**src/sv/mjdc_pkg.sv**
```systemverilog
// ----------------------------------------------------------------------------
// mjdc_pkg
// Shared types, constants and lookup tables for the MJD to calendar date
// converter.
// ----------------------------------------------------------------------------
package mjdc_pkg;

	// Accepted day number range; inputs outside it are clamped
	localparam logic signed [22:0] MJD_LO = -23'sd2400000;
	localparam logic signed [22:0] MJD_HI = 23'sd2973483;

	// Chronological day offset and first Gregorian day
	localparam logic [22:0] JD_OFFSET  = 23'd2400001;
	localparam logic [22:0] GREG_START = 23'd2299161;

	// Reciprocals for exact floor division by constants: ceil(2^K / D)
	localparam int CENT_SH  = 43;  // divide by 146097, numerator < 2^25
	localparam int YEAR_SH  = 40;  // divide by 7305, numerator < 2^27
	localparam int MONTH_SH = 42;  // divide by 306001, numerator < 2^23
	localparam int WDAY_SH  = 26;  // divide by 7, numerator < 2^23
	localparam int D25_SH   = 19;  // divide by 25, numerator < 2^14
	localparam int WEEK_SH  = 12;  // divide by 7, numerator < 2^9

	localparam logic [25:0] RECIP_CENT  =
		26'(((64'd1 << CENT_SH) + 64'd146096) / 64'd146097);
	localparam logic [27:0] RECIP_YEAR  =
		28'(((64'd1 << YEAR_SH) + 64'd7304) / 64'd7305);
	localparam logic [23:0] RECIP_MONTH =
		24'(((64'd1 << MONTH_SH) + 64'd306000) / 64'd306001);
	localparam logic [23:0] RECIP_WDAY  =
		24'(((64'd1 << WDAY_SH) + 64'd6) / 64'd7);
	localparam logic [14:0] RECIP_D25   =
		15'(((64'd1 << D25_SH) + 64'd24) / 64'd25);
	localparam logic [9:0]  RECIP_WEEK  =
		10'(((64'd1 << WEEK_SH) + 64'd6) / 64'd7);

	// Calendar date passed between the two halves of the pipeline
	typedef struct packed {
		logic signed [14:0] year;
		logic [3:0]         month;
		logic [4:0]         dom;
		logic [2:0]         wday;
	} mjdc_date_t;

	// floor(306001 * e / 10000) for the month index e
	function automatic logic [8:0] month_span(input logic [3:0] e);
		logic [8:0] v;
		unique case (e)
			4'd0:    v = 9'd0;
			4'd1:    v = 9'd30;
			4'd2:    v = 9'd61;
			4'd3:    v = 9'd91;
			4'd4:    v = 9'd122;
			4'd5:    v = 9'd153;
			4'd6:    v = 9'd183;
			4'd7:    v = 9'd214;
			4'd8:    v = 9'd244;
			4'd9:    v = 9'd275;
			4'd10:   v = 9'd306;
			4'd11:   v = 9'd336;
			4'd12:   v = 9'd367;
			4'd13:   v = 9'd397;
			4'd14:   v = 9'd428;
			default: v = 9'd459;
		endcase
		return v;
	endfunction

	// floor(275 * m / 9) - 30 for month m
	function automatic logic [8:0] month_base(input logic [3:0] m);
		logic [8:0] v;
		unique case (m)
			4'd1:    v = 9'd0;
			4'd2:    v = 9'd31;
			4'd3:    v = 9'd61;
			4'd4:    v = 9'd92;
			4'd5:    v = 9'd122;
			4'd6:    v = 9'd153;
			4'd7:    v = 9'd183;
			4'd8:    v = 9'd214;
			4'd9:    v = 9'd245;
			4'd10:   v = 9'd275;
			4'd11:   v = 9'd306;
			4'd12:   v = 9'd336;
			default: v = 9'd0;
		endcase
		return v;
	endfunction

endpackage

```
**src/sv/mjdc_day_split.sv**
```systemverilog
// ----------------------------------------------------------------------------
// mjdc_day_split
// Nine-stage pipeline: clamps the day number and splits it into year,
// month, day of month and weekday (Julian / Gregorian switch included).
// ----------------------------------------------------------------------------
module mjdc_day_split (
	input  logic                     clk,
	input  logic                     arst_n,
	input  logic                     in_valid,
	output logic                     in_ready,
	input  logic signed [22:0]       in_mjd,
	output logic                     out_valid,
	input  logic                     out_ready,
	output mjdc_pkg::mjdc_date_t     out_date
);

	localparam int N = 9;

	logic [N:1]   vld_q;
	logic [N+1:1] adv;
	logic [N:1]   vld_in;

	// Stage advance: a stage moves when empty or when the next one moves
	always_comb begin
		adv[N+1] = out_ready;
		for (int k = N; k >= 1; k--) begin
			adv[k] = !vld_q[k] || adv[k+1];
		end
	end

	assign vld_in   = {vld_q[N-1:1], in_valid};
	assign in_ready = adv[1];

	always_ff @(posedge clk or negedge arst_n) begin
		if (!arst_n) begin
			vld_q <= '0;
		end else begin
			vld_q <= (adv[N:1] & vld_in) | (~adv[N:1] & vld_q);
		end
	end

	// Stage 1: clamp, chronological day z
	logic signed [22:0] mjd_clamp;
	logic [22:0]        z_s1;

	always_comb begin
		if (in_mjd < mjdc_pkg::MJD_LO) begin
			mjd_clamp = mjdc_pkg::MJD_LO;
		end else if (in_mjd > mjdc_pkg::MJD_HI) begin
			mjd_clamp = mjdc_pkg::MJD_HI;
		end else begin
			mjd_clamp = in_mjd;
		end
	end

	always_ff @(posedge clk) begin
		if (adv[1]) begin
			z_s1 <= $unsigned(mjd_clamp) + mjdc_pkg::JD_OFFSET;
		end
	end

	// Stage 2: century count and z / 7 by reciprocal multiply
	logic [24:0] cent_num;
	logic [50:0] cent_prod;
	logic [46:0] wk_prod;
	logic [22:0] z_s2;
	logic        greg_s2;
	logic [6:0]  al_s2;
	logic [19:0] zq7_s2;

	assign cent_num  = {z_s1, 2'b00} - 25'd7468865;
	assign cent_prod = 51'(cent_num) * 51'(mjdc_pkg::RECIP_CENT);
	assign wk_prod   = 47'(z_s1) * 47'(mjdc_pkg::RECIP_WDAY);

	always_ff @(posedge clk) begin
		if (adv[2]) begin
			z_s2    <= z_s1;
			greg_s2 <= (z_s1 >= mjdc_pkg::GREG_START);
			al_s2   <= cent_prod[mjdc_pkg::CENT_SH+6:mjdc_pkg::CENT_SH];
			zq7_s2  <= wk_prod[mjdc_pkg::WDAY_SH+19:mjdc_pkg::WDAY_SH];
		end
	end

	// Stage 3: Gregorian correction to b, weekday from z mod 7
	logic [7:0]  greg_corr;
	logic [22:0] seven_q;
	logic [22:0] z_rem;
	logic [22:0] b_s3;
	logic [2:0]  wday_s3;

	assign greg_corr = 8'd1 + {1'b0, al_s2} - {3'b000, al_s2[6:2]};
	assign seven_q   = {zq7_s2, 3'b000} - {3'b000, zq7_s2};
	assign z_rem     = z_s2 - seven_q;

	always_ff @(posedge clk) begin
		if (adv[3]) begin
			b_s3    <= z_s2 + 23'd1524 + (greg_s2 ? {15'b0, greg_corr} : 23'd0);
			wday_s3 <= z_rem[2:0] + 3'd1;
		end
	end

	// Stage 4: year numerator 20b - 2442
	logic [26:0] n2_s4;
	logic [22:0] b_s4;
	logic [2:0]  wday_s4;

	always_ff @(posedge clk) begin
		if (adv[4]) begin
			n2_s4   <= {4'b0, b_s3} * 27'd20 - 27'd2442;
			b_s4    <= b_s3;
			wday_s4 <= wday_s3;
		end
	end

	// Stage 5: year count c = n2 / 7305
	logic [54:0] year_prod;
	logic [13:0] c_s5;
	logic [22:0] b_s5;
	logic [2:0]  wday_s5;

	assign year_prod = 55'(n2_s4) * 55'(mjdc_pkg::RECIP_YEAR);

	always_ff @(posedge clk) begin
		if (adv[5]) begin
			c_s5    <= year_prod[mjdc_pkg::YEAR_SH+13:mjdc_pkg::YEAR_SH];
			b_s5    <= b_s4;
			wday_s5 <= wday_s4;
		end
	end

	// Stage 6: days left in the year, b - floor(1461c / 4)
	logic [24:0] days_prod;
	logic [22:0] bd_diff;
	logic [8:0]  bd_s6;
	logic [13:0] c_s6;
	logic [2:0]  wday_s6;

	assign days_prod = {11'b0, c_s5} * 25'd1461;
	assign bd_diff   = b_s5 - days_prod[24:2];

	always_ff @(posedge clk) begin
		if (adv[6]) begin
			bd_s6   <= bd_diff[8:0];
			c_s6    <= c_s5;
			wday_s6 <= wday_s5;
		end
	end

	// Stage 7: month numerator 10000 * bd
	logic [22:0] n4_s7;
	logic [8:0]  bd_s7;
	logic [13:0] c_s7;
	logic [2:0]  wday_s7;

	always_ff @(posedge clk) begin
		if (adv[7]) begin
			n4_s7   <= {14'b0, bd_s6} * 23'd10000;
			bd_s7   <= bd_s6;
			c_s7    <= c_s6;
			wday_s7 <= wday_s6;
		end
	end

	// Stage 8: month index e = n4 / 306001
	logic [46:0] month_prod;
	logic [3:0]  e_s8;
	logic [8:0]  bd_s8;
	logic [13:0] c_s8;
	logic [2:0]  wday_s8;

	assign month_prod = 47'(n4_s7) * 47'(mjdc_pkg::RECIP_MONTH);

	always_ff @(posedge clk) begin
		if (adv[8]) begin
			e_s8    <= month_prod[mjdc_pkg::MONTH_SH+3:mjdc_pkg::MONTH_SH];
			bd_s8   <= bd_s7;
			c_s8    <= c_s7;
			wday_s8 <= wday_s7;
		end
	end

	// Stage 9: day of month, month and year
	logic [8:0]           dom_full;
	logic [3:0]           month_nxt;
	logic [14:0]          year_nxt;
	mjdc_pkg::mjdc_date_t date_s9;

	assign dom_full  = bd_s8 - mjdc_pkg::month_span(e_s8);
	assign month_nxt = (e_s8 < 4'd14) ? e_s8 - 4'd1 : e_s8 - 4'd13;
	assign year_nxt  = {1'b0, c_s8} - 15'd4715 - {14'b0, (month_nxt > 4'd2)};

	always_ff @(posedge clk) begin
		if (adv[9]) begin
			date_s9.year  <= $signed(year_nxt);
			date_s9.month <= month_nxt;
			date_s9.dom   <= dom_full[4:0];
			date_s9.wday  <= wday_s8;
		end
	end

	assign out_valid = vld_q[N];
	assign out_date  = date_s9;

endmodule

```
**src/sv/mjdc_date_fields.sv**
```systemverilog
// ----------------------------------------------------------------------------
// mjdc_date_fields
// Four-stage pipeline: day of year, week number and packed yyyymmdd from a
// calendar date. Its last stage is the block's output register.
// ----------------------------------------------------------------------------
module mjdc_date_fields (
	input  logic                 clk,
	input  logic                 arst_n,
	input  logic                 in_valid,
	output logic                 in_ready,
	input  mjdc_pkg::mjdc_date_t in_date,
	output logic                 out_valid,
	input  logic                 out_ready,
	output logic signed [14:0]   year,
	output logic [3:0]           month,
	output logic [4:0]           day_of_month,
	output logic [2:0]           weekday,
	output logic [8:0]           day_of_year,
	output logic [5:0]           week_of_year,
	output logic signed [27:0]   packed_date
);

	localparam int N = 4;

	logic [N:1]   vld_q;
	logic [N+1:1] adv;
	logic [N:1]   vld_in;

	// Stage advance, same scheme as the front half
	always_comb begin
		adv[N+1] = out_ready;
		for (int k = N; k >= 1; k--) begin
			adv[k] = !vld_q[k] || adv[k+1];
		end
	end

	assign vld_in   = {vld_q[N-1:1], in_valid};
	assign in_ready = adv[1];

	always_ff @(posedge clk or negedge arst_n) begin
		if (!arst_n) begin
			vld_q <= '0;
		end else begin
			vld_q <= (adv[N:1] & vld_in) | (~adv[N:1] & vld_q);
		end
	end

	// Stage 1: year offset by 4800 (multiple of 400) for the leap test,
	// |year| * 10000, month/day part and day-of-year base
	logic [14:0]          yoff_full;
	logic [28:0]          d25_prod;
	logic [14:0]          year_abs;
	mjdc_pkg::mjdc_date_t date_s1;
	logic [13:0]          yoff_s1;
	logic [9:0]           q25_s1;
	logic [26:0]          ay10k_s1;
	logic [10:0]          md_s1;
	logic [8:0]           base_s1;

	assign yoff_full = $unsigned(in_date.year) + 15'd4800;
	assign d25_prod  = 29'(yoff_full[13:0]) * 29'(mjdc_pkg::RECIP_D25);
	assign year_abs  = in_date.year[14] ? 15'd0 - $unsigned(in_date.year)
	                                    : $unsigned(in_date.year);

	always_ff @(posedge clk) begin
		if (adv[1]) begin
			date_s1  <= in_date;
			yoff_s1  <= yoff_full[13:0];
			q25_s1   <= d25_prod[mjdc_pkg::D25_SH+9:mjdc_pkg::D25_SH];
			ay10k_s1 <= {13'b0, year_abs[13:0]} * 27'd10000;
			md_s1    <= {7'b0, in_date.month} * 11'd100 + {6'b0, in_date.dom};
			base_s1  <= mjdc_pkg::month_base(in_date.month) + {4'b0, in_date.dom};
		end
	end

	// Stage 2: leap year (Gregorian rule), day of year, packed date
	logic [14:0]          q25_x25;
	logic                 div4;
	logic                 div16;
	logic                 div25;
	logic                 leap;
	logic [8:0]           feb_adj;
	logic [26:0]          pk_mag;
	mjdc_pkg::mjdc_date_t date_s2;
	logic [8:0]           doy_s2;
	logic signed [27:0]   packed_s2;

	assign q25_x25 = {5'b0, q25_s1} * 15'd25;
	assign div25   = (q25_x25 == {1'b0, yoff_s1});
	assign div4    = (yoff_s1[1:0] == 2'b00);
	assign div16   = (yoff_s1[3:0] == 4'b0000);
	assign leap    = div4 && (!div25 || div16);
	assign feb_adj = (date_s1.month > 4'd2) ? (leap ? 9'd1 : 9'd2) : 9'd0;
	assign pk_mag  = ay10k_s1 + {16'b0, md_s1};

	always_ff @(posedge clk) begin
		if (adv[2]) begin
			date_s2   <= date_s1;
			doy_s2    <= base_s1 - feb_adj;
			packed_s2 <= date_s1.year[14] ? $signed(28'd0 - {1'b0, pk_mag})
			                              : $signed({1'b0, pk_mag});
		end
	end

	// Stage 3: week base (doy + 3) / 7
	logic [8:0]           p_nxt;
	logic [17:0]          wk_prod;
	mjdc_pkg::mjdc_date_t date_s3;
	logic [8:0]           doy_s3;
	logic signed [27:0]   packed_s3;
	logic [8:0]           p_s3;
	logic [5:0]           wk0_s3;

	assign p_nxt   = doy_s2 + 9'd3;
	assign wk_prod = {9'b0, p_nxt} * 18'(mjdc_pkg::RECIP_WEEK);

	always_ff @(posedge clk) begin
		if (adv[3]) begin
			date_s3   <= date_s2;
			doy_s3    <= doy_s2;
			packed_s3 <= packed_s2;
			p_s3      <= p_nxt;
			wk0_s3    <= wk_prod[mjdc_pkg::WEEK_SH+5:mjdc_pkg::WEEK_SH];
		end
	end

	// Stage 4: bump the week when the remainder reaches the weekday
	logic [8:0]           wk_rem;
	mjdc_pkg::mjdc_date_t date_s4;
	logic [8:0]           doy_s4;
	logic signed [27:0]   packed_s4;
	logic [5:0]           week_s4;

	assign wk_rem = p_s3 - {3'b0, wk0_s3} * 9'd7;

	always_ff @(posedge clk) begin
		if (adv[4]) begin
			date_s4   <= date_s3;
			doy_s4    <= doy_s3;
			packed_s4 <= packed_s3;
			week_s4   <= wk0_s3 + {5'b0, (wk_rem[2:0] >= date_s3.wday)};
		end
	end

	assign out_valid    = vld_q[N];
	assign year         = date_s4.year;
	assign month        = date_s4.month;
	assign day_of_month = date_s4.dom;
	assign weekday      = date_s4.wday;
	assign day_of_year  = doy_s4;
	assign week_of_year = week_s4;
	assign packed_date  = packed_s4;

endmodule

```
**src/sv/mjd_to_calendar_date.sv**
```systemverilog
// ----------------------------------------------------------------------------
// mjd_to_calendar_date
// Converts an integer Modified Julian Day into a calendar date with
// weekday, day of year, week number and packed yyyymmdd.
// ----------------------------------------------------------------------------
// Usage:
//   Slave stream carries one signed 23-bit MJD per transaction; the master
//   stream returns one result transaction per input, in order. Day numbers
//   outside -2400000..2973483 are clamped. The Julian calendar applies
//   before JD 2299161, the Gregorian calendar from that day on.
//   13 register stages (divisions by constants are reciprocal multiplies);
//   the result is registered in the last stage of mjdc_date_fields.
//   Throughput is one transaction per cycle while m_tready is high;
//   conversions are independent and the block keeps no state between
//   them.
//   When the receiver deasserts m_tready, the result is held in the output
//   stage and empty stages behind it keep filling; s_tready drops only once
//   every stage holds a transaction. Nothing is dropped or repeated.
//   Reset (arst_n low) clears all stage valid bits; no transaction is in
//   flight afterwards and s_tready is high.
// ----------------------------------------------------------------------------
module mjd_to_calendar_date (
	input  logic        clk,
	input  logic        arst_n,
	input  logic        s_tvalid,
	output logic        s_tready,
	input  logic [23:0] s_tdata,   // [22:0] mjd_day, [23] zero
	output logic        m_tvalid,
	input  logic        m_tready,
	output logic [71:0] m_tdata    // [14:0] year, [18:15] month,
	                               // [23:19] day_of_month, [26:24] weekday,
	                               // [35:27] day_of_year, [41:36] week_of_year,
	                               // [69:42] packed_date, [71:70] zero
);

	logic                 mid_valid;
	logic                 mid_ready;
	mjdc_pkg::mjdc_date_t mid_date;

	logic signed [14:0] year;
	logic [3:0]         month;
	logic [4:0]         day_of_month;
	logic [2:0]         weekday;
	logic [8:0]         day_of_year;
	logic [5:0]         week_of_year;
	logic signed [27:0] packed_date;

	// Front half: day number to year, month, day, weekday
	mjdc_day_split u_split (
		.clk       (clk),
		.arst_n    (arst_n),
		.in_valid  (s_tvalid),
		.in_ready  (s_tready),
		.in_mjd    ($signed(s_tdata[22:0])),
		.out_valid (mid_valid),
		.out_ready (mid_ready),
		.out_date  (mid_date)
	);

	// Back half: derived fields and output register
	mjdc_date_fields u_fields (
		.clk          (clk),
		.arst_n       (arst_n),
		.in_valid     (mid_valid),
		.in_ready     (mid_ready),
		.in_date      (mid_date),
		.out_valid    (m_tvalid),
		.out_ready    (m_tready),
		.year         (year),
		.month        (month),
		.day_of_month (day_of_month),
		.weekday      (weekday),
		.day_of_year  (day_of_year),
		.week_of_year (week_of_year),
		.packed_date  (packed_date)
	);

	// Result packing, first field in the low bits
	assign m_tdata = {2'b00, packed_date, week_of_year, day_of_year, weekday,
	                  day_of_month, month, year};

	// A free-running receiver never back-pressures the input
	a_no_stall: assert property (@(posedge clk) disable iff (!arst_n)
		m_tready |-> s_tready)
		else $error("input stalled while output is ready");

	a_month: assert property (@(posedge clk) disable iff (!arst_n)
		m_tvalid |-> (month >= 4'd1 && month <= 4'd12))
		else $error("month out of range");

	a_day_wday: assert property (@(posedge clk) disable iff (!arst_n)
		m_tvalid |-> (day_of_month >= 5'd1 && weekday >= 3'd1 && weekday <= 3'd7))
		else $error("day of month or weekday out of range");

	a_doy_week: assert property (@(posedge clk) disable iff (!arst_n)
		m_tvalid |-> (day_of_year >= 9'd1 && day_of_year <= 9'd366 &&
		              week_of_year <= 6'd53))
		else $error("day of year or week out of range");

endmodule
```
**config.mk**
```make
export PLATFORM = sky130hd
export DESIGN_NAME = mjd_to_calendar_date
export DESIGN_NICKNAME = d
export VERILOG_FILES = /design/src/sv/mjdc_pkg.sv /design/src/sv/mjdc_day_split.sv /design/src/sv/mjdc_date_fields.sv /design/src/sv/mjd_to_calendar_date.sv
export SDC_FILE = /design/constraint.sdc
export NUM_CORES = 2
export LEC_CHECK = 0
export ABC_AREA = 1
export BUFFER_PORTS_ARGS = -buffer_cell sky130_fd_sc_hd__buf_2
export CORE_MARGIN = 2
export CORE_UTILIZATION = 56
export DETAILED_ROUTE_END_ITERATION = 7
export PLACE_DENSITY = 0.75
export SLEW_MARGIN = 20
export SYNTH_ARGS = -nofsm -noshare
export SYNTH_HDL_FRONTEND = slang
export SYNTH_SLANG_ARGS = --single-unit
```
**constraint.sdc**
```tcl
create_clock -name clk -period 9.1 [get_ports clk]
set_input_delay 1.82 -clock clk [delete_from_list [all_inputs] [get_ports clk]]
set_output_delay 1.82 -clock clk [all_outputs]
set_load 0.02 [all_outputs]
```
# Word level (Yosys, flattened, before mapping)
# Memories as Yosys holds them, arrays and structs flattened. A register that Yosys moved wholly into a read port is not among the register bits.
# Cells that the tools add are included.
classes:
  n_addsub: 26
  multipliers: 13
  n_lt_le_gt_ge: 7
  eq_ne: 1
  mux: 11
  bitwise_logic: 8
  n_reduce_logical: 31
ops:
  columns: ["operator", "count"]
  rows:
  - ["$mul A27 B28 Y54 const B", 1]
  - ["$mul A25 B24 Y48 const B", 1]
  - ["$mux W23", 2]
  - ["$mul A19 B24 Y42 const B", 1]
  - ["$mul A23 B24 Y29 const B", 1]
  - ["$sub A1 B27 Y28 const A", 1]
  - ["$add A27 B11 Y27", 1]
  - ["$mul A14 B13 Y27 const B", 1]
  - ["$mux W27", 1]
  - ["$sub A27 B12 Y27 const B", 1]
  - ["$mul A23 B3 Y25 const B", 1]
  - ["$sub A25 B23 Y25 const B", 1]
  - ["$add A23 B11 Y23 const B", 1]
  - ["$add A23 B22 Y23 const B", 1]
  - ["$add A23 B23 Y23", 1]
  - ["$ge A23 B22 Y1 const B", 1]
  - ["$gt A23 B23 Y1 const B", 1]
  - ["$lt A23 B23 Y1 const B", 1]
  - ["$mul A14 B10 Y23 const B", 1]
  - ["$mul A9 B10 Y19 const B", 1]
  - ["$and A9 B9 Y9", 2]
  - ["$mux W9", 2]
  - ["$sub A9 B9 Y9", 2]
  - ["$mul A9 B9 Y17 const B", 1]
  - ["38 further kinds", 69]
word_totals:
  ff_bits: 582
  rom_bits: 288
  in_bits: 28
  output_inout_bits: 74
  word_cells: 160
  memories: 2
mem_list:
  columns: ["name", "depth", "word_bits", "rd", "rd_clocked_by_memory_dff", "wr", "line", "text"]
  rows:
  - ["(no name shown)", 16, 9, 1, 1, 0, "mjdc_pkg.sv:72", "unique case (m)"]
  - ["(no name shown)", 16, 9, 1, 1, 0, "mjdc_pkg.sv:48", "unique case (e)"]

# Logic depth before layout (Yosys ltp)
logic_depth:
  ltp_word: 17
  mapped_depth: 39
  depth_no_buf: 39

# By module
# From an unflattened synthesis, not the netlist that was laid out.
unflattened:
  hier_cells: 7148
  area_unflattened_um2: 70796.6
modules_own_cells:
  columns: ["mod", "instances", "cells_per_inst", "area_per_inst_um2", "seq_area_each_um2"]
  rows:
  - ["mjdc_day_split", 1, 5290, 50591.0, 8192.9]
  - ["mjdc_date_fields", 1, 1855, 20186.9, 8778.4]
  - ["mjd_to_calendar_date", 1, 3, 18.8, 0.0]

# Least setup slack after synthesis
# OpenSTA, ideal clock, no wires.
synth_timing:
  path_type: "input port to output port"
  start: "input port m_tready"
  end: "output port s_tready"
  t_arrival_ps: 7363
  required_ps: 7280
  path_slack_ps: -83
  path_stages: 16
  path_buffers: 0
  path_cell_list: "nor2_1 inv_2 nor2_1 inv_1 nor2_2 inv_2 nor2_4 nand2_2 nor2_4 nand2_2 nor2_4 nand2_2 nor2_4 nand2_2 nor2_4 nand2_1"
synth_via:
  elab_chain_cells: 13
synth_rtl:
  columns: ["item", "line", "text"]
  rows:
  - ["start: declaration", "mjd_to_calendar_date.sv:29", "input logic m_tready,"]
  - ["$logic_or A1 B1 Y1", "mjdc_date_fields.sv:33", "adv[k] = !vld_q[k] || adv[k+1];"]
  - ["named net u_fields.adv (one bit)", "mjdc_date_fields.sv:26", "logic [N+1:1] adv;"]
  - ["$logic_or A1 B1 Y1", "mjdc_date_fields.sv:33", null]
  - ["named net u_fields.adv (one bit)", "mjdc_date_fields.sv:26", null]
  - ["$logic_or A1 B1 Y1", "mjdc_date_fields.sv:33", null]
  - ["named net u_fields.adv (one bit)", "mjdc_date_fields.sv:26", null]
  - ["$logic_or A1 B1 Y1", "mjdc_date_fields.sv:33", null]
  - ["$logic_or A1 B1 Y1 (9 in a row)", "mjdc_day_split.sv:27", "adv[k] = !vld_q[k] || adv[k+1];"]
  - ["end: declaration", "mjd_to_calendar_date.sv:26", "output logic s_tready,"]
# The timed path passes the listed nets, and every way through them passes these cells.

# Worst setup path after layout
layout_timing:
  start: "register u_split.z_s1[1]"
  end: "register u_split.al_s2[0] (data pin)"
layout_via:
  elab_chain_cells: 2
layout_rtl:
  columns: ["item", "line", "text"]
  rows:
  - ["start: declaration", "mjdc_day_split.sv:44", "logic [22:0] z_s1;"]
  - ["start signal: assignment", "mjdc_day_split.sv:58", "z_s1 <= $unsigned(mjd_clamp) + mjdc_pkg::JD_OFFSET;"]
  - ["$sub A25 B23 Y25", "mjdc_day_split.sv:71", "assign cent_num = {z_s1, 2'b00} - 25'd7468865;"]
  - ["$mul A25 B24 Y48", "mjdc_day_split.sv:72", "assign cent_prod = 51'(cent_num) * 51'(mjdc_pkg::RECIP_CENT);"]
  - ["named net u_split.cent_prod[43]", "mjdc_day_split.sv:64", "logic [50:0] cent_prod;"]
  - ["end signal: assignment", "mjdc_day_split.sv:79", "al_s2 <= cent_prod[mjdc_pkg::CENT_SH+6:mjdc_pkg::CENT_SH];"]
  - ["end: declaration", "mjdc_day_split.sv:68", "logic [6:0] al_s2;"]
# The timed path passes the listed nets, and every way through them passes these cells.
# A chain may end at the register's enable or synchronous reset.

==> flow_metrics.py <==
metrics = {
    "run_status": {
        "run_status": "complete, no violations",
    },
    "timing": {
        "timing.final.crit_share_pct": 88.6,
        "setup_repair_after_global_routing_missed_its_margin": "no",
        "period_minus_ws_final_ns": 8.06,
        "worst_clock_skew_ns": 0.0333,
        "setup_viol_count_final": 0,
        "setup_total_negative_slack_ns": 0,
        "report.final.hold_viol_count": 0,
        "total_count_of_max_transition_violations_in_the_final_report": 0,
        "max_slew.worst_pin.slew_ns": 0.990,
        "worst_max_slew_margin_expressed_relative_to_the_limit_pct": 34.0,
        "maxClockFrequency_mhz": 124,
    },
    "placed_design": {
        "io_buffer_count": 98,
        "gp_routability_congestion": 0.959,
        "detailed_place.area_um2": 73400,
        "hpwlAfterDp_um": 134000,
    },
    "setup_path": {
        "critical_path.max_stage_delay_ns": 0.56,
        "critPathKind": "reg2reg",
        "critical-path-slowest-cell": "fa_1",
        "critPathMaxFanout": 6,
        "crit_top_cell": "nand2_1",
        "worstSetupStartpointType": "register",
        "arrival_ns": 8.45,
        "worst_setup_path_end_kind": "register",
        "worst_ep_required_time_ns": 9.49,
    },
    "final_layout": {
        "layout.cells.most_common_list": "inv_1 (1884), ha_1 (1231), fa_1 (886)",
        "final_area_um2": 75400,
        "final.fill_count": 10255,
        "antenna-diode-count": 0,
        "synthToLayoutAreaGrowth_pct": 6.37,
        "layout.cells.most_common": "inv_1",
        "drive_gt1_share_pct": 3.94,
        "multiInputGateArea_um2": 46500,
        "final-seq-area_um2": 17200,
        "final_nets": 9454,
    },
    "cts": {
        "post_cts_buffers": 0,
        "clk_pin_slew_worst_paths_ns": 0.08,
        "cts_buffer_depth": 3,
        "cts_made_buffers": 59,
        "htree_levels": 2,
        "worst_skew_pair.late_latency_ns": 0.66,
        "postCtsResizedCells": 0,
        "ctsHoldBuffers": 0,
        "clkSinkCount": 578,
        "root_buffer": "clkbuf_16",
        "tritoncts": "built",
    },
    "route": {
        "routedWlPerCell_um": 17.2,
        "post-route-drc-count": 0,
        "drt_first_iter_violations": 2705,
        "detailroute.via_count": 47405,
        "antenna_left": 0,
        "drt_first_pass_iters": 7,
        "detail_route.wirelength_um": 155000,
        "post_drt_via_cell_ratio": 5.26,
    },
    "synthesis": {
        "synth-edff-count": 551,
        "synth_cells": 7153,
        "synth_top_flop_cell": "edfxtp_1",
        "post_synth.cell_area_avg_um2": 9.91,
        "yosys-top-cells-area": "fa_1 (25%), edfxtp_1 (23%), ha_1 (22%)",
        "synth.distinct_cells": 63,
        "synthesis.yosys.warnings": 0,
        "synth_area_leader_cell": "fa_1",
        "synth_seq_cells": 578,
        "synth_largest_type_area_fraction_pct": 25.0,
        "async_flop_share_pct": 2.25,
        "syn_area_um2": 70900,
        "synth_sequential_area_ratio_pct": 24.2,
    },
    "grt": {
        "grt_antenna_before_repair": 0,
        "final_global_route_overflow_total": 0,
        "first_global_vias": 50009,
        "grt_start_max_net_pins": 77,
        "grt_pass1_wl_um": 255000,
        "grt_use_total_pct": 24.6,
    },
    "floorplan": {
        "coreArea_um2": 126000,
        "die-area_um2": 129000,
        "ioPinCount": 102,
        "floorplan.initialDensity_pct": 56.5,
        "std_cell_rows": 130,
        "chipWidth_um": 360,
        "die_height_um": 360,
    },
    "worst_hold_path": {
        "worst_hold_path_type": "reg2reg",
    },
    "flow_run": {
        "maximum_capacitance_violations": 0,
    },
}
[per-stage QoR]
stage / hold WS [ns] / worst slack [ns] / utilization (%) / std cells
2_1_floorplan: 0.400 / 0.251 / - / 7154
3_3_place_gp: 0.401 / 1.02 / 58.5 / 8898
3_5_place_dp: 0.405 / 0.924 / 58.5 / 8898
4_1_cts: 0.405 / 0.899 / 60.1 / 9007
5_1_grt: 0.411 / 0.476 / 60.1 / 9007
6_report: 0.405 / 1.04 / 60.1 / 9007
[worst paths after layout]
kind	to	cells past startpoint	from	slack (ns)
worst max register to register	u_split.al_s2[0]	37	u_split.z_s1[1]	1.04
max in group asynchronous	async pin	1	arst_n	7.68
min in group asynchronous	async pin	1	arst_n	1.10
worst min-delay path	u_split.c_s7[2]	0	u_split.c_s6[2]	0.40
worst min register to register	u_split.c_s7[2]	0	u_split.c_s6[2]	0.40
worst max-delay path	u_split.al_s2[0]	37	u_split.z_s1[1]	1.04
[cells in the mapped netlist, drive strengths merged (2+ instances only)]
| library cell | count |
|---|---|
| a211oi | 12 |
| a21boi | 7 |
| a21o | 21 |
| a21oi | 296 |
| a221oi | 4 |
| a22oi | 2 |
| a31o | 3 |
| a31oi | 23 |
| a41oi | 2 |
| and2 | 6 |
| and3 | 2 |
| buf | 9 |
| clkbuf | 7 |
| dfrtp | 13 |
| dfxtp | 14 |
| edfxtp | 551 |
| fa | 886 |
| ha | 1231 |
| inv | 1893 |
| nand2 | 803 |
| nand3 | 221 |
| nand3b | 12 |
| nand4 | 58 |
| nor2 | 383 |
| nor3 | 40 |
| nor3b | 2 |
| nor4 | 19 |
| o2111ai | 5 |
| o211ai | 17 |
| o21a | 13 |
| o21ai | 180 |
| o21bai | 21 |
| o221ai | 3 |
| o311ai | 2 |
| o31ai | 5 |
| or2 | 31 |
| xnor2 | 107 |
| xor2 | 242 |
[layer usage]
layer  track usage (%)  wire, um  vias up
met4              6.99      4840        0
met5                 0         0        -
met1              32.3     66900    22987
met3              2.81      7650      281
li1                  -         -    22972
met2              43.1     75800     1165
[critical path, delay by kind of cell, from the launching register on]
family / cells / cell delay (ns)
XOR/XNOR: 1 / 0.16
buffers and inverters: 7 / 0.67
adder cells (fa/ha/maj): 9 / 3.85
flip-flops: 1 / 0.33
AO/OA/AOI/OAI: 8 / 1.33
AND/OR/NAND/NOR: 12 / 1.44
[kinds of logic (layout without fill, tap and decap cells)]
logic type / after synthesis / after routing / share of synthesized area, %
AND/OR/NAND/NOR: 1577 / 1577 / 9.56
XOR/XNOR: 350 / 350 / 4.35
other: 1 / 2 / 0.00529
adder cells (fa/ha/maj): 2117 / 2117 / 46.7
multiplexers: 1 / 1 / 0.0141
buffers and inverters: 1909 / 2112 / 10.2
flip-flops: 578 / 578 / 24.2
AO/OA/AOI/OAI: 620 / 620 / 4.96
[registers in the layout (all words and copies together), names as in the netlist, 25 cells and up, named ones only]
register,cells
u_fields.date_s2,26
u_split.n2_s4,25
u_fields.packed_date,28
u_fields.packed_s2,28
u_split.out_date,27
u_fields.packed_s3,28
u_fields.date_s3,26
[cell type report]
cell class	instances	area share, %
clock buffers	76	2.10
clock inverters	33	0.509
repair buffers	110	0.770
flip-flops and latches	578	22.7
multi-input cells	4667	61.7
well taps	1650	2.74
inverters	1893	9.43
Power is left out: the tool's default activity adds up to more than one toggle a clock period on the data nets, which glitch-free logic cannot reach.
